<file path="src/design/ctak_pkg.sv">
`default_nettype none

package ctak_pkg;

    localparam int CHAN_W        = 8;
    localparam int KEY_W         = 24;
    localparam int NUM_CHAN      = 3;
    localparam int FRAC_BITS     = 12;
    localparam int QUO_W         = FRAC_BITS + 1;
    localparam int DARK_SHIFT    = 4;
    localparam int KEY_LOW_LIMIT = 2;
    localparam logic [CHAN_W-1:0] CHAN_FULL = 8'd255;

    // Quotient bits resolved per divider stage
    localparam int DIV_STEPS  = 4;
    localparam int DIV_STAGES = FRAC_BITS / DIV_STEPS;

    // Prep stage, divider stages, max stage, multiply stage
    localparam int PIPE_DEPTH = DIV_STAGES + 3;

    typedef struct packed {
        logic [CHAN_W-1:0] red;
        logic [CHAN_W-1:0] green;
        logic [CHAN_W-1:0] blue;
        logic [CHAN_W-1:0] alpha;
    } pix_t;

    // Per-channel divider state
    typedef struct packed {
        logic              dark;
        logic [CHAN_W-1:0] div;
        logic [CHAN_W-1:0] rem;
        logic [QUO_W-1:0]  quo;
    } chan_t;

    typedef struct packed {
        pix_t                       pix;
        chan_t [NUM_CHAN-1:0]       ch;
    } stage_t;

    // Set up the division for one channel; the leading quotient bit is
    // resolved here since the difference never exceeds the divisor.
    function automatic chan_t chan_prep(input logic [CHAN_W-1:0] key,
                                        input logic [CHAN_W-1:0] v);
        chan_t             c;
        logic [CHAN_W-1:0] diff;
        logic              full;
        if (key < CHAN_W'(KEY_LOW_LIMIT)) begin
            c.dark = 1'b1;
            c.div  = CHAN_W'(1);
            diff   = '0;
        end
        else if (v > key) begin
            c.dark = 1'b0;
            c.div  = CHAN_FULL - key;
            diff   = v - key;
        end
        else begin
            c.dark = 1'b0;
            c.div  = key;
            diff   = key - v;
        end
        full  = (diff == c.div);
        c.quo = QUO_W'(full);
        c.rem = full ? '0 : diff;
        return c;
    endfunction

    // One restoring division step: shift in a zero, subtract if it fits
    function automatic chan_t div_step(input chan_t c);
        chan_t           n;
        logic [CHAN_W:0] shifted;
        n       = c;
        shifted = {c.rem, 1'b0};
        if (shifted >= {1'b0, c.div}) begin
            n.rem = CHAN_W'(shifted - {1'b0, c.div});
            n.quo = {c.quo[QUO_W-2:0], 1'b1};
        end
        else begin
            n.rem = shifted[CHAN_W-1:0];
            n.quo = {c.quo[QUO_W-2:0], 1'b0};
        end
        return n;
    endfunction

endpackage

`default_nettype wire

</file>
<file path="src/design/ctak_if.sv">
`default_nettype none

interface ctak_in_if;
    logic                        valid;
    logic                        ready;
    logic [ctak_pkg::CHAN_W-1:0] in_red;
    logic [ctak_pkg::CHAN_W-1:0] in_green;
    logic [ctak_pkg::CHAN_W-1:0] in_blue;
    logic [ctak_pkg::CHAN_W-1:0] in_alpha;

    modport source (output valid, output in_red, output in_green, output in_blue,
                    output in_alpha, input ready);
    modport sink   (input valid, input in_red, input in_green, input in_blue,
                    input in_alpha, output ready);
endinterface

interface ctak_out_if;
    logic                        valid;
    logic                        ready;
    logic [ctak_pkg::CHAN_W-1:0] out_red;
    logic [ctak_pkg::CHAN_W-1:0] out_green;
    logic [ctak_pkg::CHAN_W-1:0] out_blue;
    logic [ctak_pkg::CHAN_W-1:0] out_alpha;

    modport source (output valid, output out_red, output out_green, output out_blue,
                    output out_alpha, input ready);
    modport sink   (input valid, input out_red, input out_green, input out_blue,
                    input out_alpha, output ready);
endinterface

`default_nettype wire

</file>
<file path="src/design/ctak_prep.sv">
`default_nettype none

module ctak_prep (
    input  wire logic                       clk,
    input  wire logic                       rst_n,
    input  wire logic [ctak_pkg::KEY_W-1:0] key,
    input  wire logic                       up_valid,
    input  wire ctak_pkg::pix_t             up_pix,
    output logic                            up_ready,
    output logic                            dn_valid,
    output ctak_pkg::stage_t                dn_data,
    input  wire logic                       dn_ready
);

    logic             valid_reg;
    ctak_pkg::stage_t data_reg;
    ctak_pkg::stage_t data_next;

    // Advance when empty or when the next stage takes the request
    assign up_ready = !valid_reg || dn_ready;

    // Split the key and set up one division per channel
    always_comb
    begin
        data_next.pix   = up_pix;
        data_next.ch[0] = ctak_pkg::chan_prep(key[23:16], up_pix.red);
        data_next.ch[1] = ctak_pkg::chan_prep(key[15:8],  up_pix.green);
        data_next.ch[2] = ctak_pkg::chan_prep(key[7:0],   up_pix.blue);
    end

    always_ff @(posedge clk or negedge rst_n)
    begin
        if (!rst_n)
        begin
            valid_reg <= 1'b0;
        end
        else if (up_ready)
        begin
            valid_reg <= up_valid;
        end
    end

    always_ff @(posedge clk)
    begin
        if (up_ready && up_valid)
        begin
            data_reg <= data_next;
        end
    end

    assign dn_valid = valid_reg;
    assign dn_data  = data_reg;

endmodule

`default_nettype wire

</file>
<file path="src/design/ctak_div_stage.sv">
`default_nettype none

module ctak_div_stage (
    input  wire logic             clk,
    input  wire logic             rst_n,
    input  wire logic             up_valid,
    input  wire ctak_pkg::stage_t up_data,
    output logic                  up_ready,
    output logic                  dn_valid,
    output ctak_pkg::stage_t      dn_data,
    input  wire logic             dn_ready
);

    logic             valid_reg;
    ctak_pkg::stage_t data_reg;
    ctak_pkg::stage_t data_next;

    assign up_ready = !valid_reg || dn_ready;

    // Resolve a few quotient bits on all three channels side by side
    always_comb
    begin
        data_next = up_data;
        for (int c = 0; c < ctak_pkg::NUM_CHAN; c++)
        begin
            for (int s = 0; s < ctak_pkg::DIV_STEPS; s++)
            begin
                data_next.ch[c] = ctak_pkg::div_step(data_next.ch[c]);
            end
        end
    end

    always_ff @(posedge clk or negedge rst_n)
    begin
        if (!rst_n)
        begin
            valid_reg <= 1'b0;
        end
        else if (up_ready)
        begin
            valid_reg <= up_valid;
        end
    end

    always_ff @(posedge clk)
    begin
        if (up_ready && up_valid)
        begin
            data_reg <= data_next;
        end
    end

    assign dn_valid = valid_reg;
    assign dn_data  = data_reg;

endmodule

`default_nettype wire

</file>
<file path="src/design/ctak_alpha.sv">
`default_nettype none

module ctak_alpha (
    input  wire logic             clk,
    input  wire logic             rst_n,
    input  wire logic             up_valid,
    input  wire ctak_pkg::stage_t up_data,
    output logic                  up_ready,
    output logic                  dn_valid,
    output ctak_pkg::pix_t        dn_pix,
    input  wire logic             dn_ready
);

    localparam int PROD_W = ctak_pkg::QUO_W + ctak_pkg::CHAN_W;
    localparam int SCL_W  = PROD_W - ctak_pkg::FRAC_BITS;

    logic                         max_valid_reg;
    ctak_pkg::pix_t               max_pix_reg;
    logic [ctak_pkg::QUO_W-1:0]   max_dist_reg;
    logic [ctak_pkg::QUO_W-1:0]   max_dist_next;
    logic                         out_valid_reg;
    ctak_pkg::pix_t               out_pix_reg;
    ctak_pkg::pix_t               out_pix_next;
    logic                         max_en;
    logic                         out_en;

    logic [ctak_pkg::CHAN_W-1:0]  chan_val  [ctak_pkg::NUM_CHAN];
    logic [ctak_pkg::QUO_W-1:0]   chan_dist [ctak_pkg::NUM_CHAN];
    logic [PROD_W-1:0]            prod;
    logic [SCL_W-1:0]             scaled;

    // Stall chain: each stage moves when empty or when downstream moves
    assign out_en   = !out_valid_reg || dn_ready;
    assign max_en   = !max_valid_reg || out_en;
    assign up_ready = max_en;

    // Pick per-channel distance, take the largest, never let it be zero
    always_comb
    begin
        chan_val[0] = up_data.pix.red;
        chan_val[1] = up_data.pix.green;
        chan_val[2] = up_data.pix.blue;
        for (int c = 0; c < ctak_pkg::NUM_CHAN; c++)
        begin
            if (up_data.ch[c].dark)
            begin
                chan_dist[c] = ctak_pkg::QUO_W'({chan_val[c],
                                                 ctak_pkg::DARK_SHIFT'(0)});
            end
            else
            begin
                chan_dist[c] = up_data.ch[c].quo;
            end
        end
        max_dist_next = chan_dist[0];
        for (int c = 1; c < ctak_pkg::NUM_CHAN; c++)
        begin
            if (chan_dist[c] > max_dist_next)
            begin
                max_dist_next = chan_dist[c];
            end
        end
        if (max_dist_next == '0)
        begin
            max_dist_next = ctak_pkg::QUO_W'(1);
        end
    end

    // Scale the old alpha and clamp
    always_comb
    begin
        prod         = PROD_W'(max_dist_reg) * PROD_W'(max_pix_reg.alpha);
        scaled       = prod[PROD_W-1:ctak_pkg::FRAC_BITS];
        out_pix_next = max_pix_reg;
        if (scaled > SCL_W'(ctak_pkg::CHAN_FULL))
        begin
            out_pix_next.alpha = ctak_pkg::CHAN_FULL;
        end
        else
        begin
            out_pix_next.alpha = scaled[ctak_pkg::CHAN_W-1:0];
        end
    end

    always_ff @(posedge clk or negedge rst_n)
    begin
        if (!rst_n)
        begin
            max_valid_reg <= 1'b0;
            out_valid_reg <= 1'b0;
        end
        else
        begin
            if (max_en)
            begin
                max_valid_reg <= up_valid;
            end
            if (out_en)
            begin
                out_valid_reg <= max_valid_reg;
            end
        end
    end

    always_ff @(posedge clk)
    begin
        if (max_en && up_valid)
        begin
            max_pix_reg  <= up_data.pix;
            max_dist_reg <= max_dist_next;
        end
        if (out_en && max_valid_reg)
        begin
            out_pix_reg <= out_pix_next;
        end
    end

    assign dn_valid = out_valid_reg;
    assign dn_pix   = out_pix_reg;

endmodule

`default_nettype wire

</file>
<file path="src/design/color_to_alpha_keyer_unit.sv">
// Throughput: one pixel per cycle while the output is not stalled; the
// six register stages (prep, three divider stages of four quotient bits
// each, max select, multiply) each hold one pixel and move independently,
// so bubbles close up under stall.
// Reset: rst_n clears all stage valid bits and sets the key color to zero.
`default_nettype none

module color_to_alpha_keyer_unit (
    input  wire logic                       clk,
    input  wire logic                       rst_n,
    input  wire logic                       cfg_wr_en,
    input  wire logic [ctak_pkg::KEY_W-1:0] cfg_wr_data,
    ctak_in_if.sink                         pixel,
    ctak_out_if.source                      keyed
);

    logic [ctak_pkg::KEY_W-1:0] key_color_reg;

    ctak_pkg::pix_t             in_pix;
    ctak_pkg::pix_t             res_pix;
    logic [ctak_pkg::DIV_STAGES:0] chain_valid;
    logic [ctak_pkg::DIV_STAGES:0] chain_ready;
    ctak_pkg::stage_t           chain_data [ctak_pkg::DIV_STAGES+1];

    // Hold the key color
    always_ff @(posedge clk or negedge rst_n)
    begin
        if (!rst_n)
        begin
            key_color_reg <= '0;
        end
        else if (cfg_wr_en)
        begin
            key_color_reg <= cfg_wr_data;
        end
    end

    assign in_pix.red   = pixel.in_red;
    assign in_pix.green = pixel.in_green;
    assign in_pix.blue  = pixel.in_blue;
    assign in_pix.alpha = pixel.in_alpha;

    ctak_prep u_prep (
        .clk      (clk),
        .rst_n    (rst_n),
        .key      (key_color_reg),
        .up_valid (pixel.valid),
        .up_pix   (in_pix),
        .up_ready (pixel.ready),
        .dn_valid (chain_valid[0]),
        .dn_data  (chain_data[0]),
        .dn_ready (chain_ready[0])
    );

    // Divider pipeline
    for (genvar g = 0; g < ctak_pkg::DIV_STAGES; g++)
    begin : g_div
        ctak_div_stage u_div (
            .clk      (clk),
            .rst_n    (rst_n),
            .up_valid (chain_valid[g]),
            .up_data  (chain_data[g]),
            .up_ready (chain_ready[g]),
            .dn_valid (chain_valid[g+1]),
            .dn_data  (chain_data[g+1]),
            .dn_ready (chain_ready[g+1])
        );
    end

    ctak_alpha u_alpha (
        .clk      (clk),
        .rst_n    (rst_n),
        .up_valid (chain_valid[ctak_pkg::DIV_STAGES]),
        .up_data  (chain_data[ctak_pkg::DIV_STAGES]),
        .up_ready (chain_ready[ctak_pkg::DIV_STAGES]),
        .dn_valid (keyed.valid),
        .dn_pix   (res_pix),
        .dn_ready (keyed.ready)
    );

    assign keyed.out_red   = res_pix.red;
    assign keyed.out_green = res_pix.green;
    assign keyed.out_blue  = res_pix.blue;
    assign keyed.out_alpha = res_pix.alpha;

endmodule

`default_nettype wire

</file>
<file path="src/flat_wrapper.sv">
// flat-port wrapper written by rule: the top's interface ports become plain ports
module color_to_alpha_keyer_unit_flat 
  (clk, rst_n, cfg_wr_en, cfg_wr_data, pixel_valid, pixel_in_red, pixel_in_green, pixel_in_blue, pixel_in_alpha, pixel_ready, keyed_valid, keyed_out_red, keyed_out_green, keyed_out_blue, keyed_out_alpha, keyed_ready);
  ctak_in_if pixel_i ();
  ctak_out_if keyed_i ();
  input  wire logic clk;
  input  wire logic rst_n;
  input  wire logic cfg_wr_en;
  input  wire logic [ctak_pkg::KEY_W-1:0] cfg_wr_data;
  input wire logic [$bits(pixel_i.valid)-1:0] pixel_valid;
  input wire logic [$bits(pixel_i.in_red)-1:0] pixel_in_red;
  input wire logic [$bits(pixel_i.in_green)-1:0] pixel_in_green;
  input wire logic [$bits(pixel_i.in_blue)-1:0] pixel_in_blue;
  input wire logic [$bits(pixel_i.in_alpha)-1:0] pixel_in_alpha;
  output wire logic [$bits(pixel_i.ready)-1:0] pixel_ready;
  output wire logic [$bits(keyed_i.valid)-1:0] keyed_valid;
  output wire logic [$bits(keyed_i.out_red)-1:0] keyed_out_red;
  output wire logic [$bits(keyed_i.out_green)-1:0] keyed_out_green;
  output wire logic [$bits(keyed_i.out_blue)-1:0] keyed_out_blue;
  output wire logic [$bits(keyed_i.out_alpha)-1:0] keyed_out_alpha;
  input wire logic [$bits(keyed_i.ready)-1:0] keyed_ready;
  assign pixel_i.valid = pixel_valid;
  assign pixel_i.in_red = pixel_in_red;
  assign pixel_i.in_green = pixel_in_green;
  assign pixel_i.in_blue = pixel_in_blue;
  assign pixel_i.in_alpha = pixel_in_alpha;
  assign pixel_ready = pixel_i.ready;
  assign keyed_valid = keyed_i.valid;
  assign keyed_out_red = keyed_i.out_red;
  assign keyed_out_green = keyed_i.out_green;
  assign keyed_out_blue = keyed_i.out_blue;
  assign keyed_out_alpha = keyed_i.out_alpha;
  assign keyed_i.ready = keyed_ready;
  color_to_alpha_keyer_unit u_core (.clk(clk), .rst_n(rst_n), .cfg_wr_en(cfg_wr_en), .cfg_wr_data(cfg_wr_data), .pixel(pixel_i), .keyed(keyed_i));
endmodule
</file>
<file path="config.mk">
export PLATFORM = sky130hd
export DESIGN_NAME = color_to_alpha_keyer_unit_flat
export DESIGN_NICKNAME = d
export VERILOG_FILES = /design/src/design/ctak_pkg.sv /design/src/design/ctak_if.sv /design/src/design/ctak_prep.sv /design/src/design/ctak_div_stage.sv /design/src/design/ctak_alpha.sv /design/src/design/color_to_alpha_keyer_unit.sv /design/src/flat_wrapper.sv
export SDC_FILE = /design/constraint.sdc
export NUM_CORES = 1
export LEC_CHECK = 0
export BUFFER_PORTS_ARGS = -buffer_cell sky130_fd_sc_hd__buf_4
export CORE_MARGIN = 2
export CORE_UTILIZATION = 58
export DETAILED_ROUTE_END_ITERATION = 6
export PLACE_DENSITY_LB_ADDON = 0.25
export SETUP_SLACK_MARGIN = 0.1
export SLEW_MARGIN = 30
export SYNTH_ARGS = -nofsm -noshare
export SYNTH_HDL_FRONTEND = slang
export SYNTH_SLANG_ARGS = --single-unit
</file>
<file path="constraint.sdc">
create_clock -name clk -period 7.44 [get_ports clk]
set_input_delay 1.86 -clock clk [delete_from_list [all_inputs] [get_ports clk]]
set_output_delay 1.86 -clock clk [all_outputs]
set_load 0.03 [all_outputs]
</file>
==> results.toml <==
[sta]
rsz0062_at_grt = "yes"
worst_pin_slew_ns = 0.970
maxSlewHeadroom = 0.352
fin_setup_tns_ns = -0.00329
fin_worst_skew_ns = 0.0254
fin_crit_ns = 7.44
setup_viol = 1
max_freq_mhz = 134
hold_violations = 0
drv_slew = 0
period_share = 1.00
layout_setup_ws_ns = -0.00329

[placement]
hpwl_um = 69100
gp_congestion = 0.919
portBuffers = 94
placed_cell_area_mm2 = 0.0401

[clock_tree]
root_buffer = "clkbuf_16"
htreeDepth = 2
clock_path_buffers = 3
clk_latency_ns = 0.62
cts-buffers-inserted = 54
cts.reportedPaths.clkPinSlew_ns = 0.06
cts_hold_buffers = 0
tritoncts = "yes"
cts_sinks = 475

[synthesis]
yosysUniqueCellTypes = 101
synth_warnings = 0
synthesis.nets = 3888
yosys_register_bits = 475
synth.area.top_cells = "edfxtp_1 (38%), ha_1 (13%), fa_1 (4.5%), xnor2_1 (4.0%), mux2_2 (3.7%)"
yosysSeqAreaShare = 0.398
async_flop_share = 0.0632
synth.largest_area_cell = "edfxtp_1"
synth_ff_type = "edfxtp_1"
netlist_area_mm2 = 0.0355
netlist_instances = 3377
synth_top_area_frac = 0.377
synth_edf_count = 445
avgSynthCellArea_um2 = 10.5

[outcome]
status = "finished, violations left"
violations = "negative setup slack"

[worst_setup_path]
cp_max_fo = 7
timing.critical_path.slowest_cell_delay_ns = 0.40
ff2ff_path_depth = 33
crit_arrival_ns = 7.79
crit_required_ns = 7.79
slowest_stage = "edfxtp_1"
startpoint_type = "register"
cp-end-kind = "register"
crit_type = "register to register"
cp_common_cell = "ha_4"

[grt]
grt_pass1_wl_um = 146000
gr-total-overflow = 0
antenna_found_initial = 0
grt_max_degree = 80
grt_pass1_vias = 28100
grt.total_usage = 0.289

[final_layout]
insertedDiodeCount = 0
syn_to_final_growth_pct = 26.5
finish.net_count = 4478
drive_gt1_frac = 0.295
largest_reg_flops = 282
final_area_mm2 = 0.0448
num-fill-cells = 4027

[route]
drc = 0
drtIter0Drc = 1896
viasPerCell = 5.93
ant_nets = 0
wl_per_cell_um = 20.0
vias = 28400
dr.pass1.iters = 5
routed_wl_um = 95900

[floorplan]
initial_utilization = 0.587
dieHeight_um = 251
core_area_mm2 = 0.0604
die_x_um = 251
rows = 90
die_area_mm2 = 0.0631
pin_count = 95

[worst_hold_path]
hold_class = "register to register"
whs_path_depth = 0

[job]
drv_cap = 0
==> synthesized netlist by cell type (42+ instances only) <==
cell	number
a21o_1	58
a21oi_1	180
and2_1	70
clkbuf_1	42
edfxtp_1	445
fa_1	80
ha_1	370
inv_1	288
mux2_2	116
mux2i_1	59
nand2_1	209
nand2b_1	59
nor2_1	262
nor2b_1	62
nor3_1	91
o21a_1	71
o21ai_0	182
xnor2_1	163
xor2_1	78
==> worst max-delay path, delay by kind of cell (launching register included) <==
family | cells | cell delay [ns]
compound gates | 22 | 4.41
fa+ha+maj | 4 | 0.96
buf+inv | 2 | 0.26
flops | 1 | 0.40
mux | 2 | 0.63
simple gates | 3 | 0.50
==> final timing paths <==
check,slack (ns),start,end
worst min register to register,0.41,u_core.g_div[0].u_div.dn_data[99],u_core.g_div[1].u_div.dn_data[99]
max in group asynchronous,5.80,rst_n,u_core.key_color_reg[3]
worst max-delay path,-0.003,u_core.u_prep.dn_data[23],u_core.g_div[0].u_div.dn_data[18]
worst min-delay path,0.41,u_core.g_div[0].u_div.dn_data[99],u_core.g_div[1].u_div.dn_data[99]
min in group asynchronous,1.23,rst_n,u_core.key_color_reg[19]
worst max register to register,-0.003,u_core.u_prep.dn_data[23],u_core.g_div[0].u_div.dn_data[18]
==> cells in the final DEF, fill, tap and decap left out, types with 14 or more instances in the layout <==
cell type | synthesis | routed
buf_4 | 5 | 560
edfxtp_1 | 445 | 445
ha_1 | 370 | 291
inv_1 | 288 | 262
nor2_1 | 262 | 246
nand2_1 | 209 | 202
xnor2_1 | 163 | 162
a21oi_1 | 180 | 141
o21ai_0 | 182 | 130
mux2_2 | 116 | 91
nor3_1 | 91 | 84
xor2_1 | 78 | 78
fa_1 | 80 | 77
ha_4 | 0 | 72
o21a_1 | 71 | 71
and2_1 | 70 | 61
a21o_1 | 58 | 58
nand2b_1 | 59 | 58
clkbuf_16 | 0 | 54
mux2i_1 | 59 | 53
nor2b_1 | 62 | 51
a21oi_2 | 4 | 37
nand3_1 | 39 | 37
mux2_4 | 9 | 37
buf_6 | 1 | 35
o21ai_2 | 2 | 33
dfrtp_1 | 30 | 30
inv_2 | 5 | 29
nand4_1 | 21 | 21
or3_1 | 25 | 20
or2_2 | 19 | 18
o21ai_1 | 2 | 18
and4_1 | 19 | 17
nor4_1 | 19 | 16
o21bai_1 | 16 | 14
==> metrics by stage <==
step,worst slack (ns),hold WS [ns],util,cells
5_1_grt,-0.340,0.405,0.743,4792
3_3_place_gp,-0.589,0.401,0.664,4565
6_report,-0.00329,0.405,0.743,4792
3_5_place_dp,-0.686,0.405,0.665,4566
2_1_floorplan,-0.0256,0.400,-,3377
4_1_cts,0.100,0.411,0.704,4714
==> what timing repair did <==
action / CTS / global route
pin swaps: 50 / 160
resized for setup: 76 / 340
setup buffers: 47 / 79
cloned: 2 / 0
setup endpoints to repair: 52 / 57
==> area by class of cell <==
class / instances / area [um2] / share of cell area
Timing Repair Buffer: 598 / 4670 / 0.104
Sequential cell: 475 / 14100 / 0.315
Tap cell: 782 / 978 / 0.0218
Multi-Input combinational cell: 2542 / 22200 / 0.496
Clock buffer: 68 / 1420 / 0.0318
Inverter: 296 / 1120 / 0.0249
Clock inverter: 31 / 312 / 0.00695
==> metal layers <==
metal,track usage,vias to the layer above,part of all wire
met5,0,-,0
met4,0.0952,0,0.035
met3,0.0340,218,0.052
met2,0.494,890,0.49
met1,0.383,13900,0.42
li1,-,13500,-
==> kinds of logic (layout without fill, tap and decap cells) <==
| kind of cell | count (synthesis) | after routing | share of synthesized area |
|---|---|---|---|
| AOI/OAI and AO/OA | 725 | 727 | 0.137 |
| xor gates and xnor gates | 242 | 242 | 0.0602 |
| adders and majority gates | 450 | 450 | 0.176 |
| buffers and inverters | 362 | 993 | 0.0397 |
| DFF | 475 | 475 | 0.398 |
| muxes | 189 | 189 | 0.0589 |
| and+or+nand+nor | 934 | 934 | 0.130 |
Power is left out: the tool's default activity adds up to more than one toggle a clock period on the data nets, which glitch-free logic cannot reach.
